<file path="src/sv/jpdr_pkg.sv">
// ----------------------------------------------------------------------------
// jpdr_pkg
// Shared types, codes and angle constants for the delta-R jet classifier.
// ----------------------------------------------------------------------------
package jpdr_pkg;

    localparam int ANGLE_FRAC_BITS_DEFAULT = 12;
    localparam int RADIUS_FRAC_BITS        = 24;

    // pi in Q2.30
    localparam logic [63:0] PI_Q30 = 64'd3373259426;

    localparam logic [31:0]        RADIUS_SQ_RESET   = 32'd2684355;
    localparam logic signed [31:0] PHOTON_CODE_RESET = 32'sd22;

    localparam logic [1:0] FUNC_EVENT    = 2'd0;
    localparam logic [1:0] FUNC_JET      = 2'd1;
    localparam logic [1:0] FUNC_PARTICLE = 2'd2;
    localparam logic [1:0] FUNC_NOP      = 2'd3;

    localparam logic [1:0] CLASS_PHOTON     = 2'd0;
    localparam logic [1:0] CLASS_NEAR_LEAD  = 2'd1;
    localparam logic [1:0] CLASS_NEAR_SUB   = 2'd2;
    localparam logic [1:0] CLASS_OTHER      = 2'd3;

    localparam int         CFG_INDEX_W     = 2;
    localparam logic [1:0] CFG_RADIUS_SQ   = 2'd0;
    localparam logic [1:0] CFG_PHOTON_CODE = 2'd1;

    typedef struct packed {
        logic [1:0]         func;
        logic signed [15:0] eta;
        logic signed [15:0] phi;
        logic [15:0]        pt;
        logic signed [31:0] particle_code;
    } in_item_t;

    typedef struct packed {
        logic [1:0] color_class;
        logic       leading_found;
        logic       subleading_found;
    } out_item_t;

    // pi rounded to frac fraction bits
    function automatic int pi_fx(input int frac);
        return int'((PI_Q30 + (64'd1 << (29 - frac))) >> (30 - frac));
    endfunction

    // pi/2 rounded to frac fraction bits
    function automatic int half_pi_fx(input int frac);
        return int'((PI_Q30 + (64'd1 << (30 - frac))) >> (31 - frac));
    endfunction

endpackage

</file>
<file path="src/sv/jet_particle_delta_r_classifier_unit.sv">
// ----------------------------------------------------------------------------
// jet_particle_delta_r_classifier_unit
// Event-based photon/jet/particle classifier using squared delta-R matching.
// ----------------------------------------------------------------------------
// Takes one transaction per cycle on the input channel while in_stall is
// low. Each item is held in an input register; when it advances, a single
// pass of logic (wrap, two subtractions, two squares per held jet, and
// compares) updates the event state and, for particle items, loads the
// result register that drives the output. The sustained rate is one item
// per clock while the output side does not stall. Input stall rises only
// while a particle item waits behind a result that the output side has
// stalled. Event-start, jet and no-op items give no result. Configuration
// writes are always ready and take effect at the next edge.
// ----------------------------------------------------------------------------
module jet_particle_delta_r_classifier_unit #(
    parameter int ANGLE_FRAC_BITS = jpdr_pkg::ANGLE_FRAC_BITS_DEFAULT
) (
    input  logic                                clk,
    input  logic                                rst_n,
    input  logic                                in_valid,
    output logic                                in_stall,
    input  jpdr_pkg::in_item_t                  in_data,
    output logic                                out_valid,
    input  logic                                out_stall,
    output jpdr_pkg::out_item_t                 out_data,
    input  logic                                cfg_valid,
    output logic                                cfg_ready,
    input  logic [jpdr_pkg::CFG_INDEX_W-1:0]    cfg_index,
    input  logic [31:0]                         cfg_data
);
    import jpdr_pkg::*;

    localparam int ANG_W  = 20;
    localparam int SQ_W   = 2 * ANG_W;
    localparam int SUM_W  = SQ_W + 1;
    localparam int SH     = RADIUS_FRAC_BITS - 2 * ANGLE_FRAC_BITS;
    localparam int SUM_SH = (SH >= 0) ? SH : 0;
    localparam int RAD_SH = (SH < 0) ? -SH : 0;
    localparam int CMP_W  = ((SUM_W + SUM_SH) > (32 + RAD_SH)) ?
                            (SUM_W + SUM_SH) : (32 + RAD_SH);

    localparam logic signed [ANG_W-1:0] PI_FX      = ANG_W'(pi_fx(ANGLE_FRAC_BITS));
    localparam logic signed [ANG_W-1:0] TWO_PI_FX  = ANG_W'(2 * pi_fx(ANGLE_FRAC_BITS));
    localparam logic signed [ANG_W-1:0] HALF_PI_FX = ANG_W'(half_pi_fx(ANGLE_FRAC_BITS));

    function automatic logic signed [ANG_W-1:0] wrap_once(input logic signed [ANG_W-1:0] d);
        if (d < -PI_FX)
            return d + TWO_PI_FX;
        if (d > PI_FX)
            return d - TWO_PI_FX;
        return d;
    endfunction

    function automatic logic near_jet(
        input logic               valid,
        input logic signed [15:0] jeta,
        input logic signed [15:0] jphi,
        input logic signed [15:0] peta,
        input logic signed [15:0] pphi,
        input logic [31:0]        rad
    );
        logic signed [ANG_W-1:0] je;
        logic signed [ANG_W-1:0] jp;
        logic signed [ANG_W-1:0] de;
        logic signed [ANG_W-1:0] dp;
        logic [SQ_W-1:0]         de_sq;
        logic [SQ_W-1:0]         dp_sq;
        logic [CMP_W-1:0]        dist_sq;
        logic [CMP_W-1:0]        lim;
        logic                    in_range;
        je       = ANG_W'(jeta);
        jp       = ANG_W'(jphi);
        de       = ANG_W'(peta) - je;
        dp       = wrap_once(ANG_W'(pphi) - jp);
        de_sq    = SQ_W'(de) * SQ_W'(de);
        dp_sq    = SQ_W'(dp) * SQ_W'(dp);
        dist_sq  = (CMP_W'(de_sq) + CMP_W'(dp_sq)) << SUM_SH;
        lim      = CMP_W'(rad) << RAD_SH;
        in_range = (je >= -PI_FX) && (je <= PI_FX) && (jp >= 0) && (jp <= TWO_PI_FX);
        return valid && in_range && (dist_sq < lim);
    endfunction

    logic [31:0]        radius_sq_reg;
    logic signed [31:0] photon_code_reg;

    logic               in_valid_reg, in_valid_next;
    in_item_t           in_item_reg;

    logic signed [15:0] photon_azimuth_reg, photon_azimuth_next;
    logic [15:0]        lead_momentum_reg, lead_momentum_next;
    logic signed [15:0] lead_eta_reg, lead_eta_next;
    logic signed [15:0] lead_azimuth_reg, lead_azimuth_next;
    logic               lead_valid_reg, lead_valid_next;
    logic [15:0]        sub_momentum_reg, sub_momentum_next;
    logic signed [15:0] sub_eta_reg, sub_eta_next;
    logic signed [15:0] sub_azimuth_reg, sub_azimuth_next;
    logic               sub_valid_reg, sub_valid_next;

    logic               out_valid_reg, out_valid_next;
    out_item_t          out_item_reg, out_item_next;

    logic                    is_particle;
    logic                    advance;
    logic signed [ANG_W-1:0] photon_diff;
    logic                    jet_keep;
    logic                    near_lead;
    logic                    near_sub;

    assign is_particle = (in_item_reg.func == FUNC_PARTICLE);
    assign advance     = in_valid_reg && (!is_particle || !out_valid_reg || !out_stall);
    assign in_stall    = in_valid_reg && !advance;
    assign cfg_ready   = 1'b1;
    assign out_valid   = out_valid_reg;
    assign out_data    = out_item_reg;

    assign photon_diff = wrap_once(ANG_W'(photon_azimuth_reg) - ANG_W'(in_item_reg.phi));
    assign jet_keep    = !photon_azimuth_reg[15] &&
                         ((photon_diff < -HALF_PI_FX) || (photon_diff > HALF_PI_FX));
    assign near_lead   = near_jet(lead_valid_reg, lead_eta_reg, lead_azimuth_reg,
                                  in_item_reg.eta, in_item_reg.phi, radius_sq_reg);
    assign near_sub    = near_jet(sub_valid_reg, sub_eta_reg, sub_azimuth_reg,
                                  in_item_reg.eta, in_item_reg.phi, radius_sq_reg);

    always_comb
    begin
        in_valid_next       = in_stall ? 1'b1 : in_valid;
        photon_azimuth_next = photon_azimuth_reg;
        lead_momentum_next  = lead_momentum_reg;
        lead_eta_next       = lead_eta_reg;
        lead_azimuth_next   = lead_azimuth_reg;
        lead_valid_next     = lead_valid_reg;
        sub_momentum_next   = sub_momentum_reg;
        sub_eta_next        = sub_eta_reg;
        sub_azimuth_next    = sub_azimuth_reg;
        sub_valid_next      = sub_valid_reg;
        out_valid_next      = out_valid_reg && out_stall;
        out_item_next       = out_item_reg;

        if (advance)
        begin
            case (in_item_reg.func)
                FUNC_EVENT:
                begin
                    photon_azimuth_next = in_item_reg.phi;
                    lead_momentum_next  = '0;
                    lead_eta_next       = '0;
                    lead_azimuth_next   = '0;
                    lead_valid_next     = 1'b0;
                    sub_momentum_next   = '0;
                    sub_eta_next        = '0;
                    sub_azimuth_next    = '0;
                    sub_valid_next      = 1'b0;
                end
                FUNC_JET:
                begin
                    if (jet_keep)
                    begin
                        if (in_item_reg.pt > lead_momentum_reg)
                        begin
                            sub_momentum_next  = lead_momentum_reg;
                            sub_eta_next       = lead_eta_reg;
                            sub_azimuth_next   = lead_azimuth_reg;
                            sub_valid_next     = lead_valid_reg;
                            lead_momentum_next = in_item_reg.pt;
                            lead_eta_next      = in_item_reg.eta;
                            lead_azimuth_next  = in_item_reg.phi;
                            lead_valid_next    = 1'b1;
                        end
                        else if (in_item_reg.pt > sub_momentum_reg)
                        begin
                            sub_momentum_next = in_item_reg.pt;
                            sub_eta_next      = in_item_reg.eta;
                            sub_azimuth_next  = in_item_reg.phi;
                            sub_valid_next    = 1'b1;
                        end
                    end
                end
                FUNC_PARTICLE:
                begin
                    out_valid_next                 = 1'b1;
                    out_item_next.leading_found    = lead_valid_reg;
                    out_item_next.subleading_found = sub_valid_reg;
                    if (in_item_reg.particle_code == photon_code_reg)
                        out_item_next.color_class = CLASS_PHOTON;
                    else if (near_lead)
                        out_item_next.color_class = CLASS_NEAR_LEAD;
                    else if (near_sub)
                        out_item_next.color_class = CLASS_NEAR_SUB;
                    else
                        out_item_next.color_class = CLASS_OTHER;
                end
                FUNC_NOP:
                begin
                end
                default:
                begin
                end
            endcase
        end
    end

    always_ff @(posedge clk or negedge rst_n)
    begin
        if (!rst_n)
        begin
            radius_sq_reg      <= RADIUS_SQ_RESET;
            photon_code_reg    <= PHOTON_CODE_RESET;
            in_valid_reg       <= 1'b0;
            photon_azimuth_reg <= '0;
            lead_momentum_reg  <= '0;
            lead_eta_reg       <= '0;
            lead_azimuth_reg   <= '0;
            lead_valid_reg     <= 1'b0;
            sub_momentum_reg   <= '0;
            sub_eta_reg        <= '0;
            sub_azimuth_reg    <= '0;
            sub_valid_reg      <= 1'b0;
            out_valid_reg      <= 1'b0;
        end
        else
        begin
            if (cfg_valid && cfg_ready)
            begin
                case (cfg_index)
                    CFG_RADIUS_SQ:   radius_sq_reg   <= cfg_data;
                    CFG_PHOTON_CODE: photon_code_reg <= cfg_data;
                    default:
                    begin
                    end
                endcase
            end
            in_valid_reg       <= in_valid_next;
            photon_azimuth_reg <= photon_azimuth_next;
            lead_momentum_reg  <= lead_momentum_next;
            lead_eta_reg       <= lead_eta_next;
            lead_azimuth_reg   <= lead_azimuth_next;
            lead_valid_reg     <= lead_valid_next;
            sub_momentum_reg   <= sub_momentum_next;
            sub_eta_reg        <= sub_eta_next;
            sub_azimuth_reg    <= sub_azimuth_next;
            sub_valid_reg      <= sub_valid_next;
            out_valid_reg      <= out_valid_next;
        end
    end

    always_ff @(posedge clk)
    begin
        if (!in_stall)
            in_item_reg <= in_data;
        out_item_reg <= out_item_next;
    end

    // Event start clears both held jets.
    a_event_clears: assert property (@(posedge clk) disable iff (!rst_n)
        advance && (in_item_reg.func == FUNC_EVENT) |=> !lead_valid_reg && !sub_valid_reg)
        else $error("event start did not clear held jets");

    // A subleading jet is never held without a leading one.
    a_sub_needs_lead: assert property (@(posedge clk) disable iff (!rst_n)
        sub_valid_reg |-> lead_valid_reg && (sub_momentum_reg <= lead_momentum_reg))
        else $error("subleading jet outranks or lacks a leader");

    // Leading valid tracks a nonzero leading momentum.
    a_lead_momentum: assert property (@(posedge clk) disable iff (!rst_n)
        lead_valid_reg == (lead_momentum_reg != '0))
        else $error("leading valid out of step with momentum");

    // A particle that advances always loads a result.
    a_particle_result: assert property (@(posedge clk) disable iff (!rst_n)
        advance && is_particle |=> out_valid_reg)
        else $error("particle item lost its result");

endmodule
</file>
<file path="config.mk">
export PLATFORM = sky130hd
export DESIGN_NAME = jet_particle_delta_r_classifier_unit
export DESIGN_NICKNAME = d
export VERILOG_FILES = /design/src/sv/jpdr_pkg.sv /design/src/sv/jet_particle_delta_r_classifier_unit.sv
export SDC_FILE = /design/constraint.sdc
export NUM_CORES = 2
export LEC_CHECK = 0
export BUFFER_PORTS_ARGS = -buffer_cell sky130_fd_sc_hd__buf_4
export CORE_MARGIN = 2
export CORE_UTILIZATION = 55
export DETAILED_ROUTE_END_ITERATION = 8
export HOLD_SLACK_MARGIN = 0.12
export PLACE_DENSITY_LB_ADDON = 0.2
export REMOVE_ABC_BUFFERS = 1
export SYNTH_ARGS = -nofsm -noshare
export SYNTH_HDL_FRONTEND = slang
export SYNTH_SLANG_ARGS = --single-unit
</file>
<file path="constraint.sdc">
create_clock -name clk -period 16 [get_ports clk]
set_clock_uncertainty 0.05 [all_clocks]
set_input_delay 1.6 -clock clk [delete_from_list [all_inputs] [get_ports clk]]
set_output_delay 1.6 -clock clk [all_outputs]
set_load 0.02 [all_outputs]
</file>
# After elaboration in Yosys (flattened, before gate mapping)
# Index checks and enable logic that the tools add are counted.
[word_totals] register_bits=266 input_bits=121 output_inout_bits=7
[classes] add_sub_neg=13 multipliers=4 n_lt_le_gt_ge=20 eq_ne=7 n_mux=54 n_reduce_logical=32
[op_table] cell="two-way mux 16 bit" count=15
[op_table] cell="two-way mux 20 bit" count=12
[op_table] cell="case mux 16 bit (2 select lines)" count=6
[op_table] cell="subtractor 16 x 16 -> 17 bit" count=5
[op_table] cell="adder 40 x 40 -> 41 bit" count=2
[op_table] cell="less-than comparator 41 x 32 -> 1 bit" count=2
[op_table] cell="multiplier 20 x 20 -> 40 bit" count=2
[op_table] cell="multiplier 17 x 17 -> 34 bit" count=2
[op_table] cell="adder 17 x 16 -> 18 bit, second input constant" count=3
[op_table] cell="subtractor 17 x 16 -> 18 bit, second input constant" count=3
[op_table] cell="greater-than comparator 17 x 15 -> 1 bit, second input constant" count=3
[op_table] cell="less-than comparator 17 x 15 -> 1 bit, second input constant" count=3
[op_table] cell="equality test 32 bit" count=1
[op_table] cell="greater-or-equal comparator 16 x 1 -> 1 bit, second input constant" count=2
[op_table] cell="greater-or-equal comparator 16 x 15 -> 1 bit, second input constant" count=2
[op_table] cell="greater-than comparator 16 bit" count=2
[op_table] cell="<= comparator 16 x 15 -> 1 bit, second input constant" count=2
[op_table] cell="<= comparator 16 bit, second input constant" count=2
[op_table] cell="greater-than comparator 20 x 14 -> 1 bit, second input constant" count=1
[op_table] cell="less-than comparator 20 x 14 -> 1 bit, second input constant" count=1
[op_table] cell="two-way mux 1 bit" count=19
[op_table] cell="logical AND 1 bit" count=14
[op_table] cell="AND reduction 2 bit" count=4
[op_table] cell="AND reduction 4 bit" count=2
[op_table] cell="10 further kinds" count=20

# Longest topological paths before layout
[logic_depth] depth_word=12 ltp_mapped=66 mapped_depth_nobuf=65

# Least setup slack after synthesis
# Ideal clock, no wire load.
[synth_path] path_type="flip-flop to flip-flop" start="reg in_item_reg[48] (netlist name)" end="reg out_item_reg (netlist bit out_data[3]), data pin" setup_time_ps=269 t_arrival_ps=12961 required_time_ps=15681 path_slack_ps=2721 path_stages_with_launch=55 path_buffers=1 synth_period_minus_slack_ps=13279 path_cell_list="edfxtp_1 inv_1 ha_1 fa_1 nor2b_1 o21ai_0 a21boi_1 o21a_1 o41a_1 xnor2_1 o31ai_1 and4_1 o311a_1 nor2_1 a32o_1 xor2_1 inv_1 clkbuf_1 (+19 left out) a21oi_1 xnor2_1 ha_1 and3_1 and3_1 a221oi_1 nand2b_1 a21oi_1 xnor2_1 ha_1 a211o_1 nor3_1 o211ai_1 a21oi_1 o221ai_1 or4_1 nor4_1 a31oi_1"
[synth_between] elab_chain_cells=11
[synth_rtl] element="start: declaration" line="jet_particle_delta_r_classifier_unit.sv:87" text="in_item_t in_item_reg;"
[synth_rtl] element="start signal: assignment" line="jet_particle_delta_r_classifier_unit.sv:249" text="in_item_reg <= in_data;"
[synth_rtl] element="subtractor 16 x 16 -> 17 bit *" line="jet_particle_delta_r_classifier_unit.sv:74" text="dp = wrap_once(ANG_W'(pphi) - jp);"
[synth_rtl] element="adder 17 x 16 -> 18 bit or greater-than comparator 17 x 15 -> 1 bit (tied branches)" line="jet_particle_delta_r_classifier_unit.sv:48, jet_particle_delta_r_classifier_unit.sv:49"
[synth_rtl] element="two-way mux 20 bit or two-way mux 1 bit (tied branches)" line="jet_particle_delta_r_classifier_unit.sv:47, jet_particle_delta_r_classifier_unit.sv:49"
[synth_rtl] element="two-way mux 20 bit or two-way mux 1 bit (tied branches)" line="jet_particle_delta_r_classifier_unit.sv:49" text="if (d > PI_FX)"
[synth_rtl] element="two-way mux 20 bit" line="jet_particle_delta_r_classifier_unit.sv:51" text="return d;"
[synth_rtl] element="two-way mux 20 bit *" line="jet_particle_delta_r_classifier_unit.sv:49"
[synth_rtl] element="multiplier 20 x 20 -> 40 bit *" line="jet_particle_delta_r_classifier_unit.sv:76" text="dp_sq = SQ_W'(dp) * SQ_W'(dp);"
[synth_rtl] element="adder 40 x 40 -> 41 bit *" line="jet_particle_delta_r_classifier_unit.sv:77" text="dist_sq = (CMP_W'(de_sq) + CMP_W'(dp_sq)) << SUM_SH;"
[synth_rtl] element="less-than comparator 41 x 32 -> 1 bit *" line="jet_particle_delta_r_classifier_unit.sv:80" text="return valid && in_range && (dist_sq < lim);"
[synth_rtl] element="logical AND 1 bit *" line="jet_particle_delta_r_classifier_unit.sv:80"
[synth_rtl] element="OR reduction 2 bit (no line) *"
[synth_rtl] element="end signal: assignment" line="jet_particle_delta_r_classifier_unit.sv:250" text="out_item_reg <= out_item_next;"
[synth_rtl] element="end: declaration" line="jet_particle_delta_r_classifier_unit.sv:100" text="out_item_t out_item_reg, out_item_next;"
# Mark *: on every way between the ends. The rest lies on a longest branch, timed or not. The select of a mux whose other input is x is not followed.
# A chain may end at the register's enable or synchronous reset.

# Worst setup path after layout
[layout_path] start="reg in_item_reg[48] (netlist name)" end="reg out_item_reg (netlist bit out_data[2]), data pin"
[layout_between] elab_chain_cells=12
[layout_rtl] element="subtractor 16 x 16 -> 17 bit" line="jet_particle_delta_r_classifier_unit.sv:74"
[layout_rtl] element="adder 17 x 16 -> 18 bit or greater-than comparator 17 x 15 -> 1 bit (tied branches)" line="jet_particle_delta_r_classifier_unit.sv:48, jet_particle_delta_r_classifier_unit.sv:49"
[layout_rtl] element="two-way mux 20 bit or two-way mux 1 bit (tied branches)" line="jet_particle_delta_r_classifier_unit.sv:47, jet_particle_delta_r_classifier_unit.sv:49"
[layout_rtl] element="two-way mux 20 bit or two-way mux 1 bit (tied branches)" line="jet_particle_delta_r_classifier_unit.sv:49"
[layout_rtl] element="two-way mux 20 bit" line="jet_particle_delta_r_classifier_unit.sv:51"
[layout_rtl] element="two-way mux 20 bit" line="jet_particle_delta_r_classifier_unit.sv:49"
[layout_rtl] element="multiplier 20 x 20 -> 40 bit" line="jet_particle_delta_r_classifier_unit.sv:76"
[layout_rtl] element="adder 40 x 40 -> 41 bit" line="jet_particle_delta_r_classifier_unit.sv:77"
[layout_rtl] element="less-than comparator 41 x 32 -> 1 bit" line="jet_particle_delta_r_classifier_unit.sv:80"
[layout_rtl] element="logical AND 1 bit" line="jet_particle_delta_r_classifier_unit.sv:80"
[layout_rtl] element="two-way mux 1 bit" line="jet_particle_delta_r_classifier_unit.sv:187" text="else if (near_sub)"
[layout_rtl] element="two-way mux 1 bit *" line="jet_particle_delta_r_classifier_unit.sv:185" text="else if (near_lead)"
# Marks and branches as above.

==> qor.csv <==
stage;metric;value;unit
critical_path;critical_path_peak_fanout;14;
critical_path;rr_startpoint;in_item_reg[48];
global_route;use_met1;0.393;
finish;post-route-util;0.591;
sta;final.period_utilization;0.944;
synth;synth_fa_ha_area_frac;0.505;
global_route;antenna_violations_before_repair;2;
sta;rsz0062_at_grt;false;
finish;number_of_flip_flops_in_the_largest_register;82;
critical_path;cp-end-kind;flip-flop;
critical_path;critical-path-max-stage-delay;630;ps
floorplanning;die_area;0.122;sq mm
synth;synthesis.area;0.0654;sq mm
global_route;globalRoute.busiestLayer;met2;
critical_path;critPathLaunchType;flip-flop;
finish;layout-drive-gt1-share;0.0576;
cts;worst_skew_pair.late_latency;610;ps
synth;ffs_latches_synth;266;
cts;cts_tree;done;
detailed_routing;wl_per_cell;19.6;um
synth;ys_warn_count;0;
sta;tightest_slew;1210;ps
critical_path;crit_path_frequent_cell;fa_1;
synth;synth.lib_cells_used.distinct;98;
sta;timing.final.crit_period;15110;ps
synth;dominant_register_cell_in_the_synthesized_netlist;dfrtp_1;
critical_path;crit_end;out_data[2];
global_route;grt-ovfl-total;0;
sta;worst_slew_margin_rel;0.186;
critical_path;reg2regPathDepth;57;
sta;timing.setup.tns;0;ps
floorplanning;core_region_area;0.118;sq mm
synth;most_frequent_cell_after_synthesis;inv_1;
cts;path_clk_slew;60;ps
synth;yosys.area.top_type_share;0.381;
finish;finalNonFillerCells;8702;
critical_path;timing.critical_path.arrival;15390;ps
global_route;global_route.usage.met2;0.484;
synth;post_synth_main_area_contributors;fa_1 (38%), ha_1 (12%), inv_1 (9.7%);
finish;final_net_count;9146;
run;max-cap-violations;0;
critical_path;path_class;flip-flop to flip-flop;
cts;cts_max_level;2;
synth;async_reset_ff_frac;0.677;
global_route;grtUsageTotal;0.290;
critical_path;critical_path.startpoint;in_item_reg[48];
finish;syn_to_final_growth;6.57;%
critical_path;timing.rr.end;out_data[2];
floorplanning;initial_utilization;0.554;
placement;dp_hpwl;143;mm
cts;cts_buffers;38;
cts;clk_root_buffer_cell;clkbuf_16;
floorplanning;fp.dieW;349;um
floorplanning;design.portCount;128;
floorplanning;dieHeight;349;um
global_route;first_global_vias;51500;
synth;post-synth-top-area-cell;fa_1;
detailed_routing;post-route-drc-count;0;
sta;peak_clock_frequency_supported_by_timing;0.0662;GHz
synth;main_combinational_cell_family_by_area_after_synthesis;adder cells;
detailed_routing;viasPerCell;5.61;
critical_path;setup.reg_to_reg.worst_slack;890;ps
global_route;grt_max_degree;76;
synth;cells_after_synthesis;7054;
synth;synth_enable_flop_cells;86;
placement;place_inst;8630;
synth;yosysSeqAreaShare;0.109;
sta;setup_viol;0;
placement;numPortBuffers;126;
synth;avgSynthCellArea;9.28;sq um
critical_path;library_cell_contributing_the_largest_single_delay_on_the_critical_path;a2111oi_0;
run_status;outcome;complete, no violations;
synth;synth-compound-area-share;0.110;
floorplanning;rows;126;
detailed_routing;drt_iter0_drcs;3429;
critical_path;worstPathRequired;16280;ps
cts;tritoncts_num_sinks;266;
sta;final.hold.worst_slack;438;ps
cts;cts_max_path_buffers;3;
global_route;global_route.usage.met3;0.0411;
detailed_routing;drt_pre_antenna_iters;6;
synth;netlist_top_cells_count;inv_1 (1697), fa_1 (1247), ha_1 (644);
cts;cts_hold_repair.buffers;0;
detailed_routing;num_vias;48900;
global_route;grt_pass1_wl;277;mm
detailed_routing;postRouteWirelength;171;mm
sta;finalHoldViolCount;0;
finish;final.fill_count;10400;
synth;synthMuxAreaShare;0.0177;
sta;drv_slew;0;
synth;synth_simple_gate_area_frac;0.101;
placement;place_congestion;1.00;
min_path;worstHoldPathType;flip-flop to flip-flop;
detailed_routing;antenna_left;0;
synth;post_synth_xor_area_fraction;0.0495;
## per-stage QoR
step	cell area, sq um	setup slack (ps)
6_report	69700	889
5_1_grt	69700	48.0
4_1_cts	69700	209
3_5_place_dp	68400	263
3_3_place_gp	68400	525
2_1_floorplan	64800	2030
## cells in the final DEF, fill, tap and decap left out, types with 165 or more instances in the layout
cell type / synthesis / routed
inv_1: 1697 / 1696
xnor2_1: 261 / 254
buf_4: 3 / 206
fa_1: 1247 / 1247
o21ai_0: 175 / 175
ha_1: 644 / 644
dfrtp_1: 165 / 165
nand2_1: 487 / 487
nor2_1: 550 / 549
a21oi_1: 267 / 265
## worst min-delay path by stage
stage / startpoint / endpoint / slack, ps / cells after the start
6_report: sub_momentum_reg[10] / sub_momentum_reg[10] / 440 / 1
5_1_grt: sub_momentum_reg[9] / sub_momentum_reg[9] / 460 / 1
4_1_cts: sub_momentum_reg[3] / sub_momentum_reg[3] / 440 / 1
3_5_place_dp: sub_momentum_reg[10] / sub_momentum_reg[10] / 420 / 1
3_3_place_gp: sub_azimuth_reg[3] / sub_azimuth_reg[3] / 420 / 1
2_1_floorplan: sub_valid_reg / out_data[0] / 390 / 0
## metal layers
layer  part of all wire  routed length, um  up-vias
met1               0.42              71800    24700
li1                   -                  -    22300
met5                  0                  0        -
met4              0.037               6320        0
met3              0.066              11300      307
met2               0.48              81500     1527
## worst max-delay path, delay by kind of cell, from the launching register on
kind / cells / cell delay (ps)
DFF: 1 / 460
adders and majority gates: 12 / 4970
buffers and inverters: 8 / 1120
xor gates and xnor gates: 3 / 350
AOI/OAI and AO/OA: 26 / 6530
and+or+nand+nor: 8 / 1310
## final cells by class
class                   instances  area, sq um  share of cell area
multi-input cells            4904        51400               0.737
repair buffers                207         1560              0.0224
inverters                    1717         6450              0.0924
diodes                          2         5.00           0.0000718
clock inverters                24          315             0.00452
clock buffers                  46         1000              0.0144
well taps                    1536         1920              0.0276
flip-flops and latches        266         7110               0.102
## cells by family after synthesis
kind of cell    after synthesis
xor+xnor                    368
fa+ha+maj                  1892
other cells                   2
mux                         109
flops                       266
buf+inv                    1887
compound gates             1045
simple gates               1485
## repair_timing
item | 4_1_cts | 5_1_grt
resized for setup | 0 | 11
setup endpoints to repair | 0 | 2
setup buffers | 0 | 0
Power is left out: the tool's default activity adds up to more than one toggle a clock period on the data nets, which glitch-free logic cannot reach.
